[config.mk]
export PLATFORM = sky130hd
export DESIGN_NAME = cle_cell
export DESIGN_NICKNAME = d
export VERILOG_FILES = /design/src/rtl/assert_macros.svh /design/src/rtl/cle_pkg.sv /design/src/rtl/cle_cell.sv
export SDC_FILE = /design/constraint.sdc
export NUM_CORES = 1
export LEC_CHECK = 0
export ABC_AREA = 1
export BUFFER_PORTS_ARGS = -buffer_cell sky130_fd_sc_hd__buf_2
export CAP_MARGIN = 20
export CORE_MARGIN = 2
export CORE_UTILIZATION = 39
export DETAILED_ROUTE_END_ITERATION = 10
export GPL_TIMING_DRIVEN = 0
export PLACE_DENSITY = 0.91
export RECOVER_POWER = 100
export SYNTH_ARGS = -nofsm -noshare
export SYNTH_HDL_FRONTEND = slang
export SYNTH_SLANG_ARGS = --single-unit
[constraint.sdc]
create_clock -name clk -period 10.4 [get_ports clk]
set_clock_uncertainty 0.15 [all_clocks]
set_input_delay 2.08 -clock clk [delete_from_list [all_inputs] [get_ports clk]]
set_output_delay 2.08 -clock clk [all_outputs]
set_load 0.01 [all_outputs]
[src/rtl/assert_macros.svh]
// ----------------------------------------------------------------------------
// assert_macros: clocked assertion helpers
// shared wrappers that fix the clock and reset handling of each check
// ----------------------------------------------------------------------------
`ifndef ASSERT_MACROS_SVH
`define ASSERT_MACROS_SVH

// checked only while out of reset
`define ASSERT_CLK(lbl, prop, msg) \
  lbl: assert property (@(posedge clk) disable iff (!rst_n) prop) else $error(msg);

// checked at every edge, reset included
`define ASSERT_ALWAYS(lbl, prop, msg) \
  lbl: assert property (@(posedge clk) prop) else $error(msg);

`endif

[src/rtl/cle_pkg.sv]
// ----------------------------------------------------------------------------
// cle_pkg: cursor list engine shared definitions
// operation and status codes and the control bundle fed to the cell row
// ----------------------------------------------------------------------------
package cle_pkg;

  localparam logic [3:0] FN_INS_BEFORE = 4'd0;
  localparam logic [3:0] FN_INS_AFTER  = 4'd1;
  localparam logic [3:0] FN_DELETE     = 4'd2;
  localparam logic [3:0] FN_PREV       = 4'd3;
  localparam logic [3:0] FN_NEXT       = 4'd4;
  localparam logic [3:0] FN_FIRST      = 4'd5;
  localparam logic [3:0] FN_LAST       = 4'd6;
  localparam logic [3:0] FN_RD_CUR     = 4'd7;
  localparam logic [3:0] FN_WR_CUR     = 4'd8;
  localparam logic [3:0] FN_RD_IDX     = 4'd9;
  localparam logic [3:0] FN_WR_IDX     = 4'd10;

  localparam logic [2:0] ST_OK     = 3'd0;
  localparam logic [2:0] ST_EMPTY  = 3'd1;
  localparam logic [2:0] ST_BADIDX = 3'd2;
  localparam logic [2:0] ST_FULL   = 3'd3;
  localparam logic [2:0] ST_EDGE   = 3'd4;

  typedef struct packed {
    logic ins;
    logic del;
    logic wr;
  } cle_cell_ctl_t;

endpackage

[src/rtl/cle_cell.sv]
// ----------------------------------------------------------------------------
// cle_cell: one list entry
// holds a word; on insert, a cell above the operation position takes its left
// neighbor; on delete, a cell at or above it takes its right neighbor; on insert
// or write, the cell at the operation position takes the new word
module cle_cell
  import cle_pkg::*;
#(
  parameter int IDX_W      = 8,
  parameter int DATA_WIDTH = 32,
  parameter int CELL_IDX   = 0
) (
  input  logic                  clk,
  input  cle_cell_ctl_t         ctl,
  input  logic [IDX_W-1:0]      pos,
  input  logic [DATA_WIDTH-1:0] wdata,
  input  logic [DATA_WIDTH-1:0] left_data,
  input  logic [DATA_WIDTH-1:0] right_data,
  input  logic [IDX_W-1:0]      rd_sel,
  output logic [DATA_WIDTH-1:0] data_o,
  output logic [DATA_WIDTH-1:0] rd_o
);

  localparam logic [IDX_W-1:0] MY_IDX = IDX_W'(CELL_IDX);

  logic [DATA_WIDTH-1:0] data_r;
  logic [DATA_WIDTH-1:0] data_nxt;
  logic                  at;
  logic                  above;

  assign at    = (pos == MY_IDX);
  assign above = (pos < MY_IDX);

  always_comb begin
    data_nxt = data_r;
    if (ctl.ins && at) begin
      data_nxt = wdata;
    end else if (ctl.ins && above) begin
      data_nxt = left_data;
    end else if (ctl.del && (at || above)) begin
      data_nxt = right_data;
    end else if (ctl.wr && at) begin
      data_nxt = wdata;
    end
  end

  always_ff @(posedge clk) begin
    data_r <= data_nxt;
  end

  assign data_o = data_r;
  assign rd_o   = (rd_sel == MY_IDX) ? data_r : '0;

endmodule

* After elaboration in Yosys (flattened, before gate mapping)
Index checks and enable logic that the tools add are counted.
** Word-level totals
- Input bits :: 116
- Logic and storage cells :: 15
- Bits in registers :: 32
- Output and inout bits :: 64
** Cells by class
- $lt $le $gt $ge :: 1
- Reductions and logical operators :: 8
- Mux-type cells :: 5
** Operators by type and width (number)
- $mux W32 :: 5
- $logic_not A8 Y1 :: 2
- $lt A8 B1 Y1 const B :: 1
- $logic_and A1 B1 Y1 :: 4
- $reduce_bool A4 Y1 :: 1
- $logic_or A1 B1 Y1 :: 1

* Logic depth before layout (Yosys ltp)
- Depth in word-level cells :: 6
- Gate-level depth with buffers :: 7
- Mapped depth without buffers :: 6

* Worst setup path after synthesis
No wires, ideal clock.
- Path type :: input to register
- Start point :: input pos[7]
- End point :: register data_r[0], in the netlist data_o[0] (enable)
- Required time :: 9789 ps
- Cell stages on the path :: 3
- Setup slack :: 5223 ps
- Library setup time :: 461 ps
- Arrival time :: 4566 ps
- Buffers on the path :: 0
- Cells stage by stage :: nor2_1 -> nand2_2 -> nor3_1
** Between the ends
- Cells in the longest elaborated chain, start to end :: 4
- Elaborated cells on any way between the ends :: 8
- Classes of those cells :: order compare: 1; reduce/logical: 7
** RTL lines
- start: declaration :: RTL line cle_cell.sv:15 : input logic [IDX_W-1:0] pos,
- $lt A8 B1 Y1 or $logic_not A8 Y1 (tied branches) :: RTL line cle_cell.sv:32, cle_cell.sv:31
- $logic_or A1 B1 Y1 :: RTL line cle_cell.sv:40 : end else if (ctl.del && (at || above)) begin
- $logic_and A1 B1 Y1 :: RTL line cle_cell.sv:40
- $reduce_bool A4 Y1 (no line) *
- end signal: assignment :: RTL line cle_cell.sv:48 : data_r <= data_nxt;
- end: declaration :: RTL line cle_cell.sv:26 : logic [DATA_WIDTH-1:0] data_r;
Mark *: on every way between the ends. The rest lies on a longest branch, timed or not.
A chain may end at the register's enable or synchronous reset.

* Worst setup path in the final report
- Start point :: input rd_sel[4]
- End point :: output rd_o[24]
** Between the ends
- Cells in the longest elaborated chain, start to end :: 2
** RTL lines
- start: declaration :: RTL line cle_cell.sv:19 : input logic [IDX_W-1:0] rd_sel,
- $logic_not A8 Y1 :: RTL line cle_cell.sv:52 : assign rd_o = (rd_sel == MY_IDX) ? data_r : '0;
- $mux W32 :: RTL line cle_cell.sv:52
- end: declaration :: RTL line cle_cell.sv:21 : output logic [DATA_WIDTH-1:0] rd_o
No other way between the ends.

==> impl_metrics.prom <==
# TYPE chip_impl_metric gauge
chip_impl_metric{name="cts_resized",unit=""} 0
chip_impl_metric{name="detailroute.via_count",unit=""} 1939
chip_impl_metric{name="clockPowerShare",unit="%"} 33.7
chip_impl_metric{name="num_antenna_cells",unit=""} 0
chip_impl_metric{name="finish.net_count",unit=""} 465
chip_impl_metric{name="final_min_period_over_clock_period",unit="%"} 52.6
chip_impl_info{name="critPathSlowestCell",value="clkbuf_1"} 1
chip_impl_metric{name="grt_util_all_layers",unit="%"} 20.1
chip_impl_metric{name="synth.ff_latch_count",unit=""} 32
chip_impl_metric{name="globalRoute.totalOverflow",unit=""} 0
chip_impl_metric{name="num_io_pins",unit=""} 180
chip_impl_metric{name="leakagePower",unit="uW"} 0.00109
chip_impl_metric{name="number_of_drc_markers_after_the_initial_detailed_route_iteration",unit=""} 154
chip_impl_metric{name="drt_drc",unit=""} 0
chip_impl_metric{name="maxSlewHeadroom",unit="%"} 31.8
chip_impl_metric{name="max_slew.worst_pin.slew",unit="ns"} 1.02
chip_impl_metric{name="cts.repair_timing.setup_buffer_count",unit=""} 0
chip_impl_metric{name="maxCapViolCount",unit=""} 0
chip_impl_metric{name="hold_slack",unit="ns"} 1.92
chip_impl_metric{name="total_switching_power",unit="uW"} 55.5
chip_impl_info{name="synth_area_leader_cell",value="edfxtp_1"} 1
chip_impl_metric{name="post_synth_inst_count",unit=""} 193
chip_impl_metric{name="timing.final.hold_violations",unit=""} 0
chip_impl_metric{name="achievable-frequency",unit="MHz"} 183
chip_impl_metric{name="share_of_post_route_cells_with_drive_strength_above_1",unit="%"} 28.4
chip_impl_metric{name="clock_sink_count",unit=""} 32
chip_impl_metric{name="fin_setup_tns",unit="ns"} 0
chip_impl_metric{name="swShare",unit="%"} 21.5
chip_impl_metric{name="cts.path.max_buffers",unit=""} 2
chip_impl_metric{name="fp.dieW",unit="um"} 72.3
chip_impl_metric{name="ctsHtreeMaxLevel",unit=""} 2
chip_impl_metric{name="irDropWorstVdd",unit="mV"} 0.0510
chip_impl_info{name="timing.hold.worst.class",value="in2reg"} 1
chip_impl_metric{name="synth_sequential_area_ratio",unit="%"} 52.9
chip_impl_metric{name="io_buffer_count",unit=""} 147
chip_impl_metric{name="logic_gate_share_of_total_power",unit="%"} 11.1
chip_impl_metric{name="synth.cell_area",unit="um^2"} 1820
chip_impl_metric{name="yosys_warnings",unit=""} 0
chip_impl_info{name="cp-end-kind",value="primary output"} 1
chip_impl_metric{name="syn-mean-instance-area",unit="um^2"} 9.42
chip_impl_info{name="synthTopCellsByArea",value="edfxtp_1 (53%), nand2_1 (14%), nor3b_1 (13%)"} 1
chip_impl_metric{name="synth.distinct_cells",unit=""} 16
chip_impl_info{name="tritoncts_clock_tree",value="done"} 1
chip_impl_metric{name="gpl.final_weighted_congestion",unit=""} 0.876
chip_impl_metric{name="critical_path.max_fanout",unit=""} 10
chip_impl_metric{name="finalWorstPathRequiredPeriod",unit="ns"} 5.47
chip_impl_metric{name="clk_transition_reported_paths",unit="ns"} 0.06
chip_impl_metric{name="die-area",unit="um^2"} 5220
chip_impl_metric{name="power.sequential.fraction",unit="%"} 55.1
chip_impl_metric{name="die_height",unit="um"} 72.3
chip_impl_info{name="crit_path_cell_trace",value="buf_2 -> nor2_1 -> nand2_1 -> clkbuf_1 -> nor3b_1 -> clkbuf_1"} 1
chip_impl_metric{name="grt_start_max_net_pins",unit=""} 14
chip_impl_metric{name="worst_ep_required_time",unit="ns"} 8.17
chip_impl_info{name="status",value="finished, final reports clean"} 1
chip_impl_metric{name="overall_routed_net_length",unit="um"} 5300
chip_impl_info{name="setup.worst_path.start_class",value="input pin"} 1
chip_impl_metric{name="cts_hold_buffers",unit=""} 0
chip_impl_metric{name="initial_utilization",unit="%"} 41.2
chip_impl_metric{name="postSynthNetCount",unit=""} 309
chip_impl_metric{name="drtAntennaViolNets",unit=""} 0
chip_impl_info{name="grt_setup_unrepaired",value="false"} 1
chip_impl_metric{name="fp-row-count",unit=""} 24
chip_impl_metric{name="critical-path-max-stage-delay",unit="ns"} 0.28
chip_impl_metric{name="power_density",unit="nW/um^2"} 100
chip_impl_info{name="ctsRootBufferMaster",value="clkbuf_8"} 1
chip_impl_metric{name="grt_antenna_before_repair",unit=""} 0
chip_impl_metric{name="p_int",unit="uW"} 203
chip_impl_metric{name="final_core_utilization",unit="%"} 58.3
chip_impl_metric{name="global_route_wire_length_before_repair",unit="um"} 8110
chip_impl_metric{name="cts-buffers-inserted",unit=""} 5
chip_impl_metric{name="worstPathArrival",unit="ns"} 3.24
chip_impl_metric{name="number_of_global_route_vias_before_repair",unit=""} 1797
chip_impl_metric{name="crit_buf_inv",unit=""} 3
chip_impl_info{name="crit_top_cell",value="clkbuf_1"} 1
chip_impl_info{name="worstSetupPathType",value="in2out"} 1
chip_impl_metric{name="floorplan.core_area",unit="um^2"} 4410
chip_impl_metric{name="via_density",unit=""} 4.84
chip_impl_metric{name="synth_to_final_area_change",unit="%"} 41.6
chip_impl_metric{name="timing.final.max_slew_violations",unit=""} 0
chip_impl_metric{name="yosys.area.top_type_share",unit="%"} 52.9
chip_impl_metric{name="firstDrtPassIters",unit=""} 4
chip_impl_metric{name="dpl.hpwl",unit="um"} 4220
chip_impl_metric{name="flip_flop_count_of_the_largest_register_all_copies_and_words_added",unit=""} 32
chip_impl_metric{name="report.final.setup_viol",unit=""} 0
chip_impl_info{name="crit_family",value="buffers and inverters"} 1
chip_impl_metric{name="route.detailed.wl_per_inst",unit="um"} 13.2
worst paths after layout:
path	depth (start not counted)	endpoint	slack [ns]	startpoint
min	3	data_o[7]	1.92	wdata[7]
max	6	rd_o[24]	4.93	rd_sel[4]
layout by cell type (no fill, tap or decap):
cell type	n
nor2_1	8
clkbuf_8	5
nand2_1	67
inv_1	1
nor2_4	1
buf_2	86
buf_6	3
nor3_1	2
nand2_2	2
edfxtp_1	32
nor2_2	1
buf_1	1
clkbuf_1	75
nand3_1	32
clkinv_2	1
nor3b_1	32
tightest hold or removal path, stage by stage:
cell and delay [ns]:
buf_2 0.07, nand2_1 0.04, nand2_1 0.04
metrics by stage:
stage                     area [um^2]  total power [uW]  instances  worst slack [ns]
after floorplan                  1820               156        193              5.22
after global placement           2620               174        392              4.26
after detailed placement         2650               175        394              4.96
after CTS                        2730               262        401              4.95
after global routing             2570               271        401              4.78
final                            2570               258        401              4.93
power by group through the flow:
stage	clock network (uW)	registers (uW)	logic, uW
floorplan	0	145	10.8
global placement	0	145	28.7
detailed placement	0	145	29.8
CTS	89.7	142	29.8
global route	95.3	142	32.8
finish	87.1	143	28.8
metal layers:
metal  vias up  wire length, um  track usage [%]
met5         -                0                0
met4         0              108             7.97
met3        11              402             3.89
met2        89             2740             36.2
met1       866             2050             23.5
li1        973                -                -
cell usage after synthesis:
master    count
buf_2         3
buf_1         1
nor3b_1      32
inv_1         1
nand2_4       1
clkbuf_1      5
nor3_1        2
nor2_1        6
edfxtp_1     32
nand3_1      32
buf_6         6
nand2_2       2
nand2_1      66
nor2_8        1
nor2_4        1
nor2_2        2
cell families (layout without fill, tap and decap cells):
kind of cell           count (synthesis)  in the layout  share of synthesized area [%]
flip-flops                            32             32                           52.9
AND/OR/NAND/NOR                      145            145                           41.2
buffers and inverters                 16            172                           5.99
final cells by class:
type / instances / area, um^2
tap: 52 / 65.1
buffer: 15 / 82.6
clock inverter: 1 / 5.00
sequential: 32 / 961
multi-input combinational: 145 / 722
clock buffer: 6 / 72.6
fill: 430 / 1840
inverter: 1 / 3.75
timing repair buffer: 149 / 663
(Power assumes the default switching activity.)
